[src/rtl/bf3_pkg.sv]
// Shared constants, types and tables of the 3x3 box filter.
package bf3_pkg;

  localparam int MAX_FRAME   = 1024;
  localparam int COL_W       = $clog2(MAX_FRAME);
  localparam int ROW_W       = $clog2(MAX_FRAME + 1);
  localparam int SIZE_W      = 11;
  localparam int FRAME_RESET = 1024;
  localparam int CH_W        = 16;
  localparam int PIX_W       = 3 * CH_W;
  localparam int POS_W       = 10;
  localparam int SUM_W       = 20;
  localparam int CNT_W       = 4;
  localparam int RECIP_SH    = 20;
  localparam int RECIP_W     = 21;
  localparam int QDEPTH      = 4;
  localparam int QPTR_W      = $clog2(QDEPTH);
  localparam int NBANKS      = 3;
  localparam int BANK_W      = 2;

  typedef logic [BANK_W-1:0] bank_t;

  typedef enum logic [1:0] {
    FS_TAKE,
    FS_CLIP,
    FS_PRE
  } front_state_t;

  // What the back end needs to build one output word
  typedef struct packed {
    logic             emit;
    logic [COL_W-1:0] orow;
    logic [COL_W-1:0] ocol;
    logic             top_ok;
    logic             bot_ok;
    logic             left_ok;
    logic             right_ok;
    logic             last;
    logic             done;
  } emit_t;

  // One back-end operation: optional line store write, one column load
  typedef struct packed {
    logic             wr;
    bank_t            wbank;
    logic [COL_W-1:0] col;
    logic [PIX_W-1:0] pix;
    bank_t            b1;
    bank_t            b2;
    emit_t            e;
  } op_t;

  function automatic bank_t bank_inc(input bank_t b);
    bank_t r;
    r = (b == bank_t'(NBANKS - 1)) ? bank_t'(0) : bank_t'(b + bank_t'(1));
    return r;
  endfunction

  // floor(2^RECIP_SH / d) for neighbourhood sizes 1..9
  function automatic logic [RECIP_W-1:0] recip(input logic [CNT_W-1:0] d);
    logic [RECIP_W-1:0] r;
    case (d)
      4'd1:    r = 21'd1048576;
      4'd2:    r = 21'd524288;
      4'd3:    r = 21'd349525;
      4'd4:    r = 21'd262144;
      4'd5:    r = 21'd209715;
      4'd6:    r = 21'd174762;
      4'd7:    r = 21'd149796;
      4'd8:    r = 21'd131072;
      4'd9:    r = 21'd116508;
      default: r = 21'd1048576;
    endcase
    return r;
  endfunction

endpackage

[src/rtl/bf3_queue.sv]
// Short operation queue between front and back end.
module bf3_queue import bf3_pkg::*; (
  input  logic clk,
  input  logic rst,
  input  logic push,
  input  op_t  push_op,
  output logic full,
  input  logic pop,
  output logic avail,
  output op_t  head
);

  op_t               slots [QDEPTH];
  logic [QPTR_W-1:0] wp;
  logic [QPTR_W-1:0] rp;
  logic [QPTR_W:0]   fill;

  assign head  = slots[rp];
  assign avail = (fill != '0);
  assign full  = (fill == (QPTR_W+1)'(QDEPTH));

  always_ff @(posedge clk) begin
    if (push) begin
      slots[wp] <= push_op;
    end
  end

  always_ff @(posedge clk) begin
    if (rst) begin
      wp   <= '0;
      rp   <= '0;
      fill <= '0;
    end else begin
      if (push) wp <= wp + QPTR_W'(1);
      if (pop)  rp <= rp + QPTR_W'(1);
      case ({push, pop})
        2'b10:   fill <= fill + (QPTR_W+1)'(1);
        2'b01:   fill <= fill - (QPTR_W+1)'(1);
        default: fill <= fill;
      endcase
    end
  end

endmodule

[config.mk]
export PLATFORM = sky130hd
export DESIGN_NAME = bf3_queue
export DESIGN_NICKNAME = d
export VERILOG_FILES = /design/src/rtl/bf3_pkg.sv /design/src/rtl/bf3_queue.sv
export SDC_FILE = /design/constraint.sdc
export NUM_CORES = 1
export LEC_CHECK = 0
export BUFFER_PORTS_ARGS = -buffer_cell sky130_fd_sc_hd__buf_2
export CORE_MARGIN = 8
export CORE_UTILIZATION = 57
export CTS_BUF_LIST = sky130_fd_sc_hd__clkbuf_4 sky130_fd_sc_hd__clkbuf_8 sky130_fd_sc_hd__clkbuf_16
export DETAILED_ROUTE_END_ITERATION = 8
export GPL_ROUTABILITY_DRIVEN = 1
export PLACE_DENSITY = 0.87
export SETUP_SLACK_MARGIN = 0.4
export SYNTH_ARGS = -nofsm -noshare
export SYNTH_HDL_FRONTEND = slang
export SYNTH_SLANG_ARGS = --single-unit
[constraint.sdc]
create_clock -name clk -period 3.7 [get_ports clk]
set_input_delay 0.74 -clock clk [delete_from_list [all_inputs] [get_ports clk]]
set_output_delay 0.74 -clock clk [all_outputs]
set_load 0.01 [all_outputs]
# == Word level (Yosys, flattened, before mapping) ==
# Memories as Yosys holds them, arrays and structs flattened. A register that Yosys moved wholly into a read port is not among the register bits.
# Index checks and enable logic that the tools add are counted.
# classes
n_eq_ne,3
reduce_logical,2
muxes,5
n_addsub,4
# ops
op,count
$pmux W3 S2,1
$add A2 B1 Y2 const B,2
$mux W2,2
$add A3 B1 Y3 const B,1
$eq A3 B3 Y1 const B,1
$reduce_bool A3 Y1,1
$sub A3 B1 Y3 const B,1
$eq A2 B1 Y1 const B,1
$eq A2 B2 Y1 const B,1
$mux W1,2
$reduce_bool A2 Y1,1
# totals
n_memories,1
ramBits,368
inputBits,96
register_bits,7
output_inout_bits,94
# mem_list
name,words,width,read_ports,rd_ports_with_merged_regs,write_ports,line,rtl
slots,4,92,1,1,1,bf3_queue.sv:13,op_t slots [QDEPTH];

# == Longest topological paths before layout ==
# depth
depth_word,3
mapped_depth,7

# == Worst setup path before layout ==
# No wires, ideal clock.
# synth_timing
path_type,input to register
from,in push
to,mem slots[0][0] in the netlist's numbering (enable)
arrival_time_ns,2.871
setup_time_ns,0.461
path_stages,1
path_slack_ns,0.369
cell_sequence,and2_1
# synth_between
elab_chain_cells,2
# synth_lines
element,line,rtl
"start, declared",bf3_queue.sv:5,"input logic push,"
$mux W1,bf3_queue.sv:23,if (push) begin
$mux W1 (implied by the code),bf3_queue.sv:24,slots[wp] <= push_op;
"end, declared",bf3_queue.sv:13,
# No other way between the ends.

==> results.yml <==
run_status:
  outcome: "completed"
sta:
  final.setup.tns_ps: 0
  fin_crit_ps: 2970
  hold_viol: 0
  slew_viol_final: 0
  tightestPinTransition_ps: 790
  slew_headroom_pct: 47.4
  fin_worst_skew_ps: 10.3
  fin_ws_ps: 725
  fin_worst_hold_slack_ps: 449
  period_share_pct: 80.4
  setup_violations: 0
  max_freq_mhz: 336
  rsz0062_at_grt: "no"
floorplanning:
  std_cell_rows: 56
  core_area_sq_um: 23500
  die_w_microns: 171
  start_util_pct: 58.2
  die_area_sq_um: 29300
  ios: 190
  dieHeight_microns: 171
worst_setup_path:
  startpoint_type: "register"
  r2r_start: "wp[0]$_SDFFE_PP0P_"
  crit_required_ps: 2960
  endpoint: "head[4]"
  cp.buffers_inverters: 2
  ff2ff_setup_slack_ps: 1700
  cp_max_fo: 92
  critPathArrivalTime_ps: 2230
  cpLargestDelayFamily: "buffers and inverters"
  cp_cell_sequence: "buf_12 -> mux4_2 -> buf_2"
  rr_worst_depth: 4
  path_class: "reg2out"
  cp_slowest_cell: "mux4_2"
  cpPeakStageDelay_ps: 620
  cp-end-kind: "output port"
  reg2reg_to: "slots[0][21]$_DFFE_PP_"
  cp.depth: 3
drt:
  drc: 0
  ant_nets: 0
  drt_first_pass_iters: 5
  first_iter_violations: 468
  via_count: 6186
  vias_per_cell: 5.65
  wirelength_microns: 25600
  drt-wirelength-per-cell_microns: 23.4
finish:
  final_common_cell: "edfxtp_1"
  final_cells: 1094
  most-common-layout-cells: "edfxtp_1 (368), buf_2 (189), mux4_2 (92)"
  design_area_sq_um: 16300
  diodes: 0
  fin_nets: 850
  syn_to_final_growth_pct: 18.6
  drive_gt1_share_pct: 47.0
  fin_util_pct: 69.1
synthesis:
  synth_seq_area_share_pct: 81.9
  synthCells: 527
  synth.distinct_cells: 19
  syn-cell-area_sq_um: 13700
  syn_avg_cell_area_sq_um: 26.0
  ys_seq_elements: 377
  ys_warn_count: 0
  synth_fp_nets: 629
grt:
  grt_pass1_wl_microns: 38600
  antenna_found_initial: 1
  grt_overflow: 0
  grt_pass1_vias: 6826
  grt_max_degree: 93
  grtUsageTotal_pct: 17.6
clocking:
  numCtsBuffers: 38
  ctsHoldBuffers: 0
  path_clk_slew_ps: 60
  postCtsResizedCells: 0
  clock_sinks: 377
  tritoncts: "yes"
  cts_setup_buffers: 0
  cts_buffer_depth: 3
  cts_root_buffer: "clkbuf_16"
  insertion_delay_ps: 510
  cts_htree_levels: 2
min_path:
  min_path_type: "in2reg"
power:
  leakage_nw: 5.52
  peakVddDrop_uv: 473
  pwr_density_cell_nw_per_um2: 583
  total_power_mw: 9.47
placement:
  hpwlAfterDp_microns: 16000
  placed_area_sq_um: 15100
  place_ws_ps: 1200
  dp_cells: 1027
  port_buffers: 189
  place_congestion: 0.744
run:
  cap_viol_max_count: 0
==> per-layer routing <==
| layer | routed length [microns] | vias to the layer above | GRT usage [%] | part of all wire [%] |
|---|---|---|---|---|
| li1 | - | 2696 | - | - |
| met1 | 10100 | 3227 | 22.5 | 39 |
| met5 | 13 | - | 0 | 0.051 |
| met4 | 454 | 2 | 4.69 | 1.8 |
| met2 | 13200 | 222 | 30.1 | 52 |
| met3 | 1840 | 39 | 4.29 | 7.2 |
==> sequential cells by signal, summed over array words and instances, names as in the netlist, named ones only <==
register and count:
fill 3, rp 2, slots 368, wp 2
==> final cells by class <==
type	instances	area, sq um
Clock buffer	52	1070
Clock inverter	15	131
Fill cell	1450	7290
Inverter	6	22.5
Multi-Input combinational cell	123	2310
Sequential cell	377	11200
Tap cell	319	399
Timing Repair Buffer	202	1080
==> cell usage after synthesis <==
cell type    n  area [sq um]
a21oi_1      2          10.0
and2_1       4          25.0
and3_1       1          6.26
buf_2        9          45.0
buf_6        9           101
clkbuf_1     3          11.3
dfxtp_1      9           180
edfxtp_1   368         11100
fa_1         1          20.0
ha_1         5          62.6
inv_1        6          22.5
mux2i_1      1          10.0
mux4_2      92          2070
nand2_1      1          3.75
nor2_1       8          30.0
o21ai_0      1          5.00
or3_1        2          12.5
xnor2_1      2          17.5
xor2_1       3          26.3
==> how the worst min path moves through the flow <==
stage	slack, ps	cells after the start	to	start
after global placement	470	2	fill[2]$_SDFFE_PP0P_	fill[2]$_SDFFE_PP0P_
after CTS	430	1	slots[3][24]$_DFFE_PP_	push_op[24]
after global routing	430	1	slots[2][24]$_DFFE_PP_	push_op[24]
after floorplan	460	2	fill[2]$_SDFFE_PP0P_	fill[2]$_SDFFE_PP0P_
final	450	1	slots[3][0]$_DFFE_PP_	push_op[0]
after detailed placement	500	2	fill[2]$_SDFFE_PP0P_	fill[2]$_SDFFE_PP0P_
==> logic make-up after synthesis <==
group | Yosys count | share of synthesized area (%)
buffers and inverters | 27 | 1.31
adders and majority gates | 6 | 0.602
AOI/OAI and AO/OA | 3 | 0.109
DFF | 377 | 81.9
xor gates and xnor gates | 5 | 0.319
and+or+nand+nor | 16 | 0.566
muxes | 93 | 15.2
==> where the power goes <==
part / leakage (nW) / internal, mW / switching [mW]
registers: 3.46 / 4.91 / 0.0638
logic: 1.46 / 0.401 / 0.474
clock network: 0.610 / 2.18 / 1.45
total: 5.52 / 7.48 / 1.99
(Power assumes the default switching activity.)
