==> config.mk <==
export PLATFORM = sky130hd
export DESIGN_NAME = bf3_front_flat
export DESIGN_NICKNAME = d
export VERILOG_FILES = /design/src/rtl/bf3_pkg.sv /design/src/rtl/bf3_ifs.sv /design/src/rtl/bf3_front.sv /design/src/flat_wrapper.sv
export SDC_FILE = /design/constraint.sdc
export NUM_CORES = 1
export LEC_CHECK = 0
export BUFFER_PORTS_ARGS = -buffer_cell sky130_fd_sc_hd__buf_2
export CAP_MARGIN = 20
export CELL_PAD_IN_SITES_DETAIL_PLACEMENT = 1
export CELL_PAD_IN_SITES_GLOBAL_PLACEMENT = 2
export CORE_UTILIZATION = 30
export CTS_BUF_LIST = sky130_fd_sc_hd__clkbuf_4
export DETAILED_ROUTE_END_ITERATION = 16
export PLACE_DENSITY_LB_ADDON = 0.05
export SLEW_MARGIN = 0
export SYNTH_ARGS = -nofsm -noshare
export SYNTH_HDL_FRONTEND = slang
export SYNTH_SLANG_ARGS = --single-unit
==> constraint.sdc <==
create_clock -name clk -period 3.8 [get_ports clk]
set_input_delay 0.38 -clock clk [delete_from_list [all_inputs] [get_ports clk]]
set_output_delay 0.38 -clock clk [all_outputs]
set_load 0.02 [all_outputs]
==> src/rtl/bf3_pkg.sv <==
// Shared constants, types and tables of the 3x3 box filter.
package bf3_pkg;

  localparam int MAX_FRAME   = 1024;
  localparam int COL_W       = $clog2(MAX_FRAME);
  localparam int ROW_W       = $clog2(MAX_FRAME + 1);
  localparam int SIZE_W      = 11;
  localparam int FRAME_RESET = 1024;
  localparam int CH_W        = 16;
  localparam int PIX_W       = 3 * CH_W;
  localparam int POS_W       = 10;
  localparam int SUM_W       = 20;
  localparam int CNT_W       = 4;
  localparam int RECIP_SH    = 20;
  localparam int RECIP_W     = 21;
  localparam int QDEPTH      = 4;
  localparam int QPTR_W      = $clog2(QDEPTH);
  localparam int NBANKS      = 3;
  localparam int BANK_W      = 2;

  typedef logic [BANK_W-1:0] bank_t;

  typedef enum logic [1:0] {
    FS_TAKE,
    FS_CLIP,
    FS_PRE
  } front_state_t;

  // What the back end needs to build one output word
  typedef struct packed {
    logic             emit;
    logic [COL_W-1:0] orow;
    logic [COL_W-1:0] ocol;
    logic             top_ok;
    logic             bot_ok;
    logic             left_ok;
    logic             right_ok;
    logic             last;
    logic             done;
  } emit_t;

  // One back-end operation: optional line store write, one column load
  typedef struct packed {
    logic             wr;
    bank_t            wbank;
    logic [COL_W-1:0] col;
    logic [PIX_W-1:0] pix;
    bank_t            b1;
    bank_t            b2;
    emit_t            e;
  } op_t;

  function automatic bank_t bank_inc(input bank_t b);
    bank_t r;
    r = (b == bank_t'(NBANKS - 1)) ? bank_t'(0) : bank_t'(b + bank_t'(1));
    return r;
  endfunction

  // floor(2^RECIP_SH / d) for neighbourhood sizes 1..9
  function automatic logic [RECIP_W-1:0] recip(input logic [CNT_W-1:0] d);
    logic [RECIP_W-1:0] r;
    case (d)
      4'd1:    r = 21'd1048576;
      4'd2:    r = 21'd524288;
      4'd3:    r = 21'd349525;
      4'd4:    r = 21'd262144;
      4'd5:    r = 21'd209715;
      4'd6:    r = 21'd174762;
      4'd7:    r = 21'd149796;
      4'd8:    r = 21'd131072;
      4'd9:    r = 21'd116508;
      default: r = 21'd1048576;
    endcase
    return r;
  endfunction

endpackage

==> src/rtl/bf3_ifs.sv <==
// Valid/ready channel interfaces for pixel words and result words.
interface bf3_pix_if import bf3_pkg::*; ();
  logic            valid;
  logic            ready;
  logic            req_type;
  logic [CH_W-1:0] in_red;
  logic [CH_W-1:0] in_green;
  logic [CH_W-1:0] in_blue;

  modport source (output valid, req_type, in_red, in_green, in_blue, input ready);
  modport sink   (input valid, req_type, in_red, in_green, in_blue, output ready);
endinterface


==> src/rtl/bf3_front.sv <==
// Front end: frame counters, word classification and operation issue.
module bf3_front import bf3_pkg::*; (
  input  logic              clk,
  input  logic              rst,
  input  logic              cfg_wr_en,
  input  logic [SIZE_W-1:0] cfg_wr_data,
  bf3_pix_if.sink           pix,
  input  logic              q_full,
  output logic              push,
  output op_t               push_op
);

  function automatic logic [ROW_W-1:0] clamp_size(input logic [SIZE_W-1:0] v);
    logic [ROW_W-1:0] r;
    if (v == '0) r = ROW_W'(1);
    else if (int'(v) > MAX_FRAME) r = ROW_W'(MAX_FRAME);
    else r = ROW_W'(v);
    return r;
  endfunction

  front_state_t     state, state_next;
  logic [ROW_W-1:0] n_reg;
  logic [ROW_W-1:0] in_row;
  logic [COL_W-1:0] in_col;
  logic [COL_W-1:0] drain_col;
  logic [COL_W-1:0] pend_row;
  bank_t            wb, b1, b2;

  logic take, frame_in, last_col, last_drain, row_ge1, row_ge2;
  logic pix_take, drn_take;
  logic [ROW_W-1:0] n_m1;

  assign pix.ready  = (state == FS_TAKE) && !q_full;
  assign take       = pix.valid && pix.ready;
  assign n_m1       = n_reg - ROW_W'(1);
  assign frame_in   = (in_row == n_reg);
  assign last_col   = (ROW_W'(in_col) == n_m1);
  assign last_drain = (ROW_W'(drain_col) == n_m1);
  assign row_ge1    = (in_row != '0);
  assign row_ge2    = (in_row > ROW_W'(1));
  assign pix_take   = take && !pix.req_type && !frame_in;
  assign drn_take   = take && pix.req_type && frame_in;

  always_comb begin
    state_next = state;
    case (state)
      FS_TAKE: begin
        if (pix_take && last_col) begin
          if (row_ge1) state_next = FS_CLIP;
          else if (in_row + ROW_W'(1) == n_reg) state_next = FS_PRE;
        end
      end
      FS_CLIP: begin
        if (!q_full) state_next = frame_in ? FS_PRE : FS_TAKE;
      end
      FS_PRE: begin
        if (!q_full) state_next = FS_TAKE;
      end
      default: state_next = FS_TAKE;
    endcase
  end

  always_comb begin
    push    = 1'b0;
    push_op = '0;
    push_op.b1 = b1;
    push_op.b2 = b2;
    case (state)
      FS_TAKE: begin
        if (pix_take) begin
          push             = 1'b1;
          push_op.wr       = 1'b1;
          push_op.wbank    = wb;
          push_op.col      = in_col;
          push_op.pix      = {pix.in_red, pix.in_green, pix.in_blue};
          push_op.e.emit   = row_ge1 && (in_col != '0);
          push_op.e.orow   = COL_W'(in_row - ROW_W'(1));
          push_op.e.ocol   = in_col - COL_W'(1);
          push_op.e.top_ok = row_ge2;
          push_op.e.bot_ok = 1'b1;
          push_op.e.left_ok  = (in_col > COL_W'(1));
          push_op.e.right_ok = 1'b1;
          push_op.e.last   = !last_col;
        end else if (drn_take) begin
          push             = 1'b1;
          push_op.col      = drain_col + COL_W'(1);
          push_op.e.emit   = 1'b1;
          push_op.e.orow   = COL_W'(n_m1);
          push_op.e.ocol   = drain_col;
          push_op.e.top_ok = (n_reg > ROW_W'(1));
          push_op.e.left_ok  = (drain_col != '0);
          push_op.e.right_ok = !last_drain;
          push_op.e.last   = 1'b1;
          push_op.e.done   = last_drain;
        end
      end
      FS_CLIP: begin
        push             = !q_full;
        push_op.e.emit   = 1'b1;
        push_op.e.orow   = pend_row;
        push_op.e.ocol   = COL_W'(n_m1);
        push_op.e.top_ok = (pend_row != '0);
        push_op.e.bot_ok = 1'b1;
        push_op.e.left_ok = (n_reg > ROW_W'(1));
        push_op.e.last   = 1'b1;
      end
      FS_PRE: begin
        push = !q_full;
      end
      default: push = 1'b0;
    endcase
  end

  always_ff @(posedge clk) begin
    if (rst) begin
      state     <= FS_TAKE;
      n_reg     <= clamp_size(SIZE_W'(FRAME_RESET));
      in_row    <= '0;
      in_col    <= '0;
      drain_col <= '0;
      pend_row  <= '0;
      wb        <= bank_t'(0);
      b1        <= bank_t'(2);
      b2        <= bank_t'(1);
    end else if (cfg_wr_en) begin
      state     <= FS_TAKE;
      n_reg     <= clamp_size(cfg_wr_data);
      in_row    <= '0;
      in_col    <= '0;
      drain_col <= '0;
      wb        <= bank_t'(0);
      b1        <= bank_t'(2);
      b2        <= bank_t'(1);
    end else begin
      state <= state_next;
      if (pix_take) begin
        if (last_col) begin
          in_col   <= '0;
          in_row   <= in_row + ROW_W'(1);
          pend_row <= COL_W'(in_row - ROW_W'(1));
          wb       <= bank_inc(wb);
          b1       <= bank_inc(b1);
          b2       <= bank_inc(b2);
        end else begin
          in_col <= in_col + COL_W'(1);
        end
      end else if (drn_take) begin
        if (last_drain) begin
          in_row    <= '0;
          in_col    <= '0;
          drain_col <= '0;
          wb        <= bank_t'(0);
          b1        <= bank_t'(2);
          b2        <= bank_t'(1);
        end else begin
          drain_col <= drain_col + COL_W'(1);
        end
      end
    end
  end

endmodule

==> src/flat_wrapper.sv <==
// flat-port wrapper written by rule: the top's interface ports become plain ports
module bf3_front_flat import bf3_pkg::*;
  (clk, rst, cfg_wr_en, cfg_wr_data, q_full, push, push_op, pix_valid, pix_req_type, pix_in_red, pix_in_green, pix_in_blue, pix_ready);
  bf3_pix_if pix_i ();
  input  logic clk;
  input  logic rst;
  input  logic cfg_wr_en;
  input  logic [SIZE_W-1:0] cfg_wr_data;
  input  logic q_full;
  output logic push;
  output op_t push_op;
  input wire logic [$bits(pix_i.valid)-1:0] pix_valid;
  input wire logic [$bits(pix_i.req_type)-1:0] pix_req_type;
  input wire logic [$bits(pix_i.in_red)-1:0] pix_in_red;
  input wire logic [$bits(pix_i.in_green)-1:0] pix_in_green;
  input wire logic [$bits(pix_i.in_blue)-1:0] pix_in_blue;
  output wire logic [$bits(pix_i.ready)-1:0] pix_ready;
  assign pix_i.valid = pix_valid;
  assign pix_i.req_type = pix_req_type;
  assign pix_i.in_red = pix_in_red;
  assign pix_i.in_green = pix_in_green;
  assign pix_i.in_blue = pix_in_blue;
  assign pix_ready = pix_i.ready;
  bf3_front u_core (.clk(clk), .rst(rst), .cfg_wr_en(cfg_wr_en), .cfg_wr_data(cfg_wr_data), .pix(pix_i), .q_full(q_full), .push(push), .push_op(push_op));
endmodule
# Word level (Yosys, flattened, before mapping)
# Index checks and enable logic that the tools add are counted.
[op_classes] addsub=9 mul=0 n_div=0 magnitude_cmp=4 eq_ne=14 n_shift=0 mux=51 n_bitwise=2 n_reduce_logical=28
[ops] operator="two-way mux 10 bit" n=7
[ops] operator="two-way mux 11 bit" n=6
[ops] operator="two-way mux 61 bit" n=1
[ops] operator="two-way mux 48 bit" n=1
[ops] operator="case mux 24 bit (2 select lines)" n=1
[ops] operator="two-way mux 22 bit" n=2
[ops] operator="two-way mux 2 bit" n=21
[ops] operator="nonzero test 10 bit" n=3
[ops] operator="== test 10 x 11 -> 1 bit" n=2
[ops] operator="== test 11 bit" n=2
[ops] operator="greater-than comparator 11 x 1 -> 1 bit, second input constant" n=2
[ops] operator="adder 10 x 1 -> 10 bit, second input constant" n=2
[ops] operator="subtractor 10 x 1 -> 10 bit, second input constant" n=2
[ops] operator="adder 11 x 1 -> 11 bit, second input constant" n=1
[ops] operator="greater-than comparator 11 bit, second input constant" n=1
[ops] operator="zero test 11 bit" n=1
[ops] operator="nonzero test 11 bit" n=1
[ops] operator="subtractor 11 x 1 -> 11 bit, second input constant" n=1
[ops] operator="greater-than comparator 10 x 1 -> 1 bit, second input constant" n=1
[ops] operator="== test 2 bit, second input constant" n=4
[ops] operator="logical AND 1 bit" n=8
[ops] operator="adder 2 x 1 -> 2 bit, second input constant" n=3
[ops] operator="two-way mux 1 bit" n=6
[ops] operator="two-way mux 3 bit" n=2
[ops] operator="other kinds (15)" n=27
[word_totals] reg_bits=60 latch_bits=0 mem_bits_rw=0 mem_bits_ro=0 input_bits=65 output_inout_bits=94 elab_cells=117 mem_count=0

# Depth between registers and ports, before layout
# Gate-level depths: netlist (run 1).
[depth] word_depth=8 mapped_depth=12 mapped_depth_nobuf=9

# Least setup slack after synthesis (run 1)
# Ideal clock, no wire load.
[synth_timing] path_kind="reg-to-output" start="register u_core.n_reg[0]" end="output push_op[1] in the netlist's numbering" arrival_ns=2.957 t_required_ns=3.420 path_slack_ns=0.463 path_stages_with_launch=11 n_path_buf=2 path_cell_list="dfxtp_1 -> buf_6 -> inv_1 -> ha_1 -> nor4b_2 -> and3_1 -> or2_2 -> or4_4 -> or4b_4 -> buf_6 -> a21o_1"
[synth_lines] element="start: declaration" line_no="bf3_front.sv:22" source="logic [ROW_W-1:0] n_reg;"
[synth_lines] element="start signal: assignment" line_no="bf3_front.sv:117" source="n_reg <= clamp_size(SIZE_W'(FRAME_RESET));"
[synth_lines] element="start signal: assignment" line_no="bf3_front.sv:127" source="n_reg <= clamp_size(cfg_wr_data);"
[synth_lines] element="end: declaration" line_no="flat_wrapper.sv:11" source="output op_t push_op;"

==> results of run 1 <==
-- routing by layer --
metal | vias up | track usage [%] | wire length (um)
li1 | 3272 | - | -
met4 | 2 | 12.2 | 1060
met5 | - | 0 | 13
met3 | 51 | 3.53 | 1130
met2 | 219 | 48.7 | 14300
met1 | 3476 | 34.0 | 12100
-- final cells by class --
| cell class | count | area (um2) |
|---|---|---|
| sequential | 60 | 1210 |
| clock buffer | 9 | 67.6 |
| antenna | 2 | 5.00 |
| fill | 2514 | 12200 |
| inverter | 37 | 139 |
| multi-input combinational | 653 | 4370 |
| timing repair buffer | 201 | 1130 |
| clock inverter | 7 | 97.6 |
| tap | 265 | 332 |
-- kinds of logic after synthesis --
group / Yosys count / share of synthesized area, %
xor gates and xnor gates: 58 / 8.69
DFF: 60 / 20.0
AOI/OAI and AO/OA: 220 / 27.3
and+or+nand+nor: 355 / 31.9
buffers and inverters: 116 / 8.21
muxes: 5 / 0.833
adders and majority gates: 15 / 3.13
-- critical path: stages, from the launching register on --
cell and delay, ns:
dfxtp_2 0.55, buf_4 0.23, nor4b_2 0.07, and3_1 0.20, or2_2 0.29, or4_4 0.50, or4b_4 0.62, a21o_1 0.21
buf_2 0.15
-- what timing repair did --
| action | CTS | global route |
|---|---|---|
| gates cloned | 0 | 0 |
| gates resized for setup | 8 | 10 |
| endpoints found under the setup margin | 2 | 12 |
-- synthesized netlist by cell type, types with 12 or more instances --
master / count / share of area [%]
xnor2_1: 48 / 7.0
ha_1: 15 / 3.1
o21ai_2: 19 / 2.8
nor2_1: 62 / 3.9
o22ai_1: 16 / 1.7
and3_1: 14 / 1.5
o21ai_0: 41 / 3.4
a22oi_1: 16 / 2.0
nor2b_1: 16 / 1.7
inv_1: 36 / 2.3
nand3_1: 30 / 2.5
nor4_1: 18 / 1.9
and2_1: 56 / 5.8
a21oi_1: 33 / 2.8
nand2_1: 69 / 4.3
nand4_1: 12 / 1.2
dfxtp_1: 60 / 20
nor3_1: 22 / 1.8
or3_1: 12 / 1.2
clkbuf_1: 60 / 3.8
-- final timing paths --
path | from | to | slack, ns | cells after the start
max | u_core.n_reg[3] | push_op[1] | 0.14 | 8
min | cfg_wr_data[8] | u_core.n_reg[8] | 0.14 | 3
max reg2reg | u_core.n_reg[0] | u_core.state[1] | 0.63 | 8
min reg2reg | u_core.wb[1] | u_core.wb[1] | 0.50 | 2
-- power by group --
| group | leakage, nW | internal, mW | switching [mW] | total (mW) |
|---|---|---|---|---|
| combinational | 2.52 | 0.154 | 0.269 | 0.423 |
| clock | 0.0846 | 0.270 | 0.295 | 0.565 |
| sequential | 0.486 | 0.634 | 0.0139 | 0.648 |
==> flow_summary.toml, run 1 <==
[die]
core.rowCount = 51
die_y_um = 143
pin_count = 159
dieArea_um2 = 20600
start_util_pct = 30.8
core-area_um2 = 19500
die_w_um = 143

[drt]
postRouteAntennaNets = 0
wl_per_cell_um = 23.1
routed_wl_mm = 28.6
drt_iter0_drc = 366
viasPerCell = 5.69
drc = 0
vias = 7020
dr.pass1.iters = 5

[clock_network]
worstSkewPairLatency_ns = 0.47
cts_tree = "yes"
numCtsBuffers = 9
clock_sinks = 60
cts_hold_buf = 0
cts_htree_levels = 3
clk_pin_slew_ns = 0.15
cts-root-buf = "clkbuf_4"
cts_setup_buffers = 0
cts_buffer_depth = 2

[synth]
synth-seq-cells = 60
avgSynthCellArea_um2 = 7.24
synthCells = 829
yosysUniqueCellTypes = 82
synth_fp_nets = 909
async_flop_share_pct = 0
ys.flop_type = "dfxtp_1"
seq_area_frac_synth_pct = 20.0
ys_warn_count = 0
syn_area_um2 = 6010
synth-edff-count = 0

[sta]
finalCritPeriodShare_pct = 96.4
max_freq_mhz = 273
setup_viol = 0
fin_skew_ns = 0.0364
holdWs_ns = 0.144
finalSetupTns_ns = 0
hold_viol = 0
worst_pin_slew_ns = 0.716
slew_headroom_pct = 52.3
finalMaxSlewViolations = 0
rsz0062_at_grt = "yes"
layout_setup_ws_ns = 0.138
period_needed_ns = 3.66

[global_routing]
grt_remaining_overflow = 0
grt_use_total_pct = 27.8
grt_pass1_vias = 7027
grt_max_degree = 54
antenna_found_initial = 3
grt_pass1_wl_mm = 42.6

[finish]
final_cell_mix = "buf_2, nand2_1, nor2_1"
finalNonFillerCells = 1234
nets = 1042
utilization_pct = 37.6
syn_to_final_growth_pct = 22.4
fin_area_um2 = 7350
final_common_cell = "buf_2"
drive_above_1_share_pct = 28.5

[placement]
dp_hpwl_mm = 22.3
port_buffers = 158
dpl_cell_area_um2 = 7120
place_ws_ns = 0.367
place.gp.congestion = 0.943
place_inst = 1216

[power]
p_leak_nw = 3.09
powerDensity_nw_per_um2 = 223
p_total_mw = 1.64
peakVddDrop_mv = 0.119

[critical_path]
cp-end-kind = "primary output"
worstSetupPathType = "reg -> out"
required_ns = 3.42
cp.arrival_ns = 3.28
start_kind = "flop"
cp_max_fo = 11

[outcome]
status = "complete, no violations"

[worst_hold_path]
hold_class = "in -> reg"

[run]
maxCapViolations = 0
No activity file was read; power rests on OpenSTA's default activity.
==> run 2, diff against run 1 <==
CORE_ASPECT_RATIO = 1.2   (was unset)
==> flow_summary.toml, run 2 (same netlist as run 1, synthesis figures left out) <==
[outcome]
status = "complete, no violations"

[placement]
port_buffers = 158
place.gp.congestion = 0.913
dpl_cell_area_um2 = 7140
dp_hpwl_mm = 22.9

[critical_path]
rr_worst_depth = 10
cp_num_buf_inv = 1
crit_chain = "or3_1, nor4_1, or2_2, or4_4, or4b_4, a21o_1, buf_2"
worstSetupPathType = "reg -> out"
r2r_end = "u_core.pend_row[0]"
start_kind = "flop"
rrSetupSlack_ns = 0.59
crit_cells = 7
endpoint = "push_op[1]"
crit_family = "simple AND/OR/NAND/NOR gates"
cp_max_fo = 14
cpMaxStageDelayCell = "or4b_4"
max_stage_delay_ns = 0.60
cp.arrival_ns = 3.33
required_ns = 3.42
cp-end-kind = "primary output"
startpoint = "u_core.n_reg[4]"
r2r-start = "u_core.n_reg[2]"

[finish]
final_cell_mix = "buf_2, nand2_1, nor2_1"
drive_above_1_share_pct = 29.1
fin_area_um2 = 7380
final_common_cell = "buf_2"
nets = 1049
syn_to_final_growth_pct = 23.0

[sta]
fin_skew_ns = 0.0347
worst_pin_slew_ns = 0.887
max_freq_mhz = 270
finalCritPeriodShare_pct = 97.5
slew_headroom_pct = 40.8
finalSetupTns_ns = 0
rsz0062_at_grt = "no"
period_needed_ns = 3.71
hold_viol = 0
finalMaxSlewViolations = 0
setup_viol = 0

[clock_network]
worstSkewPairLatency_ns = 0.47
clk_pin_slew_ns = 0.14
clock_sinks = 60
numCtsBuffers = 9
cts_tree = "yes"
cts_buffer_depth = 2
cts_hold_buf = 0
cts-root-buf = "clkbuf_4"
cts_htree_levels = 3

[drt]
drc = 0
wl_per_cell_um = 23.6
postRouteAntennaNets = 0
routed_wl_mm = 29.2
viasPerCell = 5.72
dr.pass1.iters = 5
drt_iter0_drc = 462
vias = 7076

[worst_hold_path]
min_from = "cfg_wr_data[5]"
hold_class = "in -> reg"

[power]
p_total_mw = 1.65
p_leak_nw = 3.12
peakVddDrop_mv = 0.174
powerDensity_nw_per_um2 = 223

[global_routing]
grt_pass1_wl_mm = 43.9
grt_use_total_pct = 28.0
grt_remaining_overflow = 0
antenna_found_initial = 1
grt_max_degree = 50
grt_pass1_vias = 7215

[die]
core.rowCount = 56
dieArea_um2 = 20600
pin_count = 159
core-area_um2 = 19500
die_y_um = 157
start_util_pct = 30.7
die_w_um = 131

[run]
maxCapViolations = 0
## run 2: per-layer routing
metal  up-vias  wire length, um  track usage, %
li1       3281                -               -
met1      3567            12200            32.6
met2       174            15200            52.0
met3        54              841            3.22
met4         0              914            11.8
met5         -                0               0
## run 2: layout make-up
cell class / count / area, um2
tap: 261 / 327
inverter: 37 / 143
sequential: 60 / 1210
clock buffer: 11 / 82.6
fill: 2464 / 12200
timing repair buffer: 208 / 1170
clock inverter: 5 / 76.3
antenna: 1 / 2.50
multi-input combinational: 653 / 4370
## run 2: timing repair
action / in CTS / in global routing
setup buffers: 0 / 2
cloned: 0 / 0
resized for setup: 8 / 13
setup endpoints to repair: 2 / 41
pin swaps: 0 / 1
## run 2: tightest hold or removal path: stages
cell	delay, ns
buf_2	0.09
nand2_1	0.04
o21ai_0	0.06
## run 2: per-stage QoR
step                      worst slack [ns]  utilization [%]  cells  hold WS (ns)
final                               0.0941             37.8   1236         0.136
after detailed placement             0.367             36.5   1217         0.480
after floorplan                      0.463                -    829         0.450
after global placement               0.397             36.5   1217         0.464
after CTS                         0.000850             37.5   1233         0.114
after global routing               0.00790             37.8   1236         0.151
## run 2: where the power goes
| group | total (mW) | switching [mW] | internal, mW |
|---|---|---|---|
| Combinational | 0.430 | 0.277 | 0.153 |
| Clock | 0.571 | 0.292 | 0.278 |
| Sequential | 0.646 | 0.0117 | 0.634 |
## run 2: worst min path at each step
| stage | endpoint | depth (start not counted) |
|---|---|---|
| finish | u_core.n_reg[5] | 3 |
| global route | u_core.n_reg[5] | 3 |
| CTS | u_core.n_reg[5] | 3 |
| detailed placement | u_core.wb[0] | 2 |
| global placement | u_core.wb[0] | 2 |
| floorplan | u_core.wb[0] | 2 |
==> run 3, diff against run 2 <==
RECOVER_POWER = 50   (was unset)
==> flow_summary.toml, run 3 (same netlist as run 1, synthesis figures left out) <==
[die]
die_w_um = 131
core.rowCount = 56
pin_count = 159
die_y_um = 157
core-area_um2 = 19500
start_util_pct = 30.7
dieArea_um2 = 20600

[power]
p_total_mw = 1.65
p_leak_nw = 3.03
peakVddDrop_mv = 0.175
powerDensity_nw_per_um2 = 226

[drt]
wl_per_cell_um = 23.6
drc = 0
postRouteAntennaNets = 0
drt_iter0_drc = 434
routed_wl_mm = 29.2
vias = 7086
viasPerCell = 5.73
dr.pass1.iters = 5

[placement]
port_buffers = 158
dp_hpwl_mm = 22.9
place.gp.congestion = 0.913

[critical_path]
cp-end-kind = "primary output"
worstSetupPathType = "reg -> out"
cp_max_fo = 14
required_ns = 3.42
rr_worst_depth = 8
start_kind = "flop"
cp.arrival_ns = 3.33

[run]
maxCapViolations = 1

[clock_network]
cts_buffer_depth = 2
clock_sinks = 60
clk_pin_slew_ns = 0.14
numCtsBuffers = 9
worstSkewPairLatency_ns = 0.47
cts-root-buf = "clkbuf_4"
cts_tree = "yes"
cts_htree_levels = 3

[sta]
setup_viol = 0
rsz0062_at_grt = "no"
finalMaxSlewViolations = 31
slew_headroom_pct = -8.78
worst_pin_slew_ns = 1.63
fin_skew_ns = 0.0351
finalSetupTns_ns = 0
period_needed_ns = 3.71
finalCritPeriodShare_pct = 97.5
hold_viol = 0
max_freq_mhz = 270
holdWs_ns = 0.127

[global_routing]
grt_use_total_pct = 28.0
grt_pass1_vias = 7215
grt_pass1_wl_mm = 43.9
grt_max_degree = 50
antenna_found_initial = 1
grt_remaining_overflow = 0

[worst_hold_path]
hold_depth = 3
hold_class = "in -> reg"

[finish]
utilization_pct = 37.2
drive_above_1_share_pct = 25.4
final_common_cell = "buf_2"
syn_to_final_growth_pct = 21.2
final_cell_mix = "buf_2, nand2_1, nor2_1"
nets = 1049
fill_cells = 2472

[outcome]
status = "complete, but fails checks"
violations = "max-capacitance violations, max-slew violations"
## run 3: area by class of cell
cell class / instances / area (um2) / area share, %
diodes: 1 / 2.50 / 0.0344
clock buffers: 11 / 82.6 / 1.13
clock inverters: 5 / 76.3 / 1.05
inverters: 37 / 143 / 1.96
multi-input cells: 653 / 4300 / 59.1
flip-flops and latches: 60 / 1210 / 16.6
well taps: 261 / 327 / 4.49
repair buffers: 208 / 1140 / 15.7
## run 3: final timing paths
kind	start	end	slack [ns]
setup reg to reg	u_core.n_reg[4]	u_core.pend_row[9]	0.29
setup / recovery	u_core.n_reg[4]	push_op[1]	0.09
hold reg to reg	u_core.wb[0]	u_core.wb[0]	0.50
hold / removal	cfg_wr_data[5]	u_core.n_reg[5]	0.13
## run 3: routing by layer
layer	vias up	GRT usage, %	routed length [um]
li1	3278	-	-
met1	3581	32.6	12100
met2	174	52.0	15300
met3	53	3.22	914
met4	0	11.8	887
met5	-	0	0
## run 3: what timing repair did
item / CTS / global route
pin swaps: 0 / 1
gates resized for setup: 8 / 13
setup endpoints to repair: 2 / 41
hold buffers: 0 / 0
buffers inserted: 0 / 2
## run 3: metrics by stage
step           cell area [um2]  std cells  setup slack [ns]
2_1_floorplan             6010        829             0.463
3_3_place_gp              7140       1217             0.397
3_5_place_dp              7140       1217             0.367
4_1_cts                   7330       1233          0.000850
5_1_grt                   7280       1236           0.00795
6_report                  7280       1236            0.0945
## run 3: power by group
part | internal, mW | total (mW) | switching [mW]
Clock | 0.278 | 0.575 | 0.297
Sequential | 0.634 | 0.646 | 0.0116
Combinational | 0.152 | 0.427 | 0.275
Total | 1.07 | 1.65 | 0.583
## run 3: critical path, cell delays in order, from the launching register on
cell     delay [ns]
dfxtp_2        0.58
or3_1          0.41
nor4_1         0.10
or2_2          0.30
or4_4          0.49
or4b_4         0.60
a21o_1         0.22
buf_2          0.16
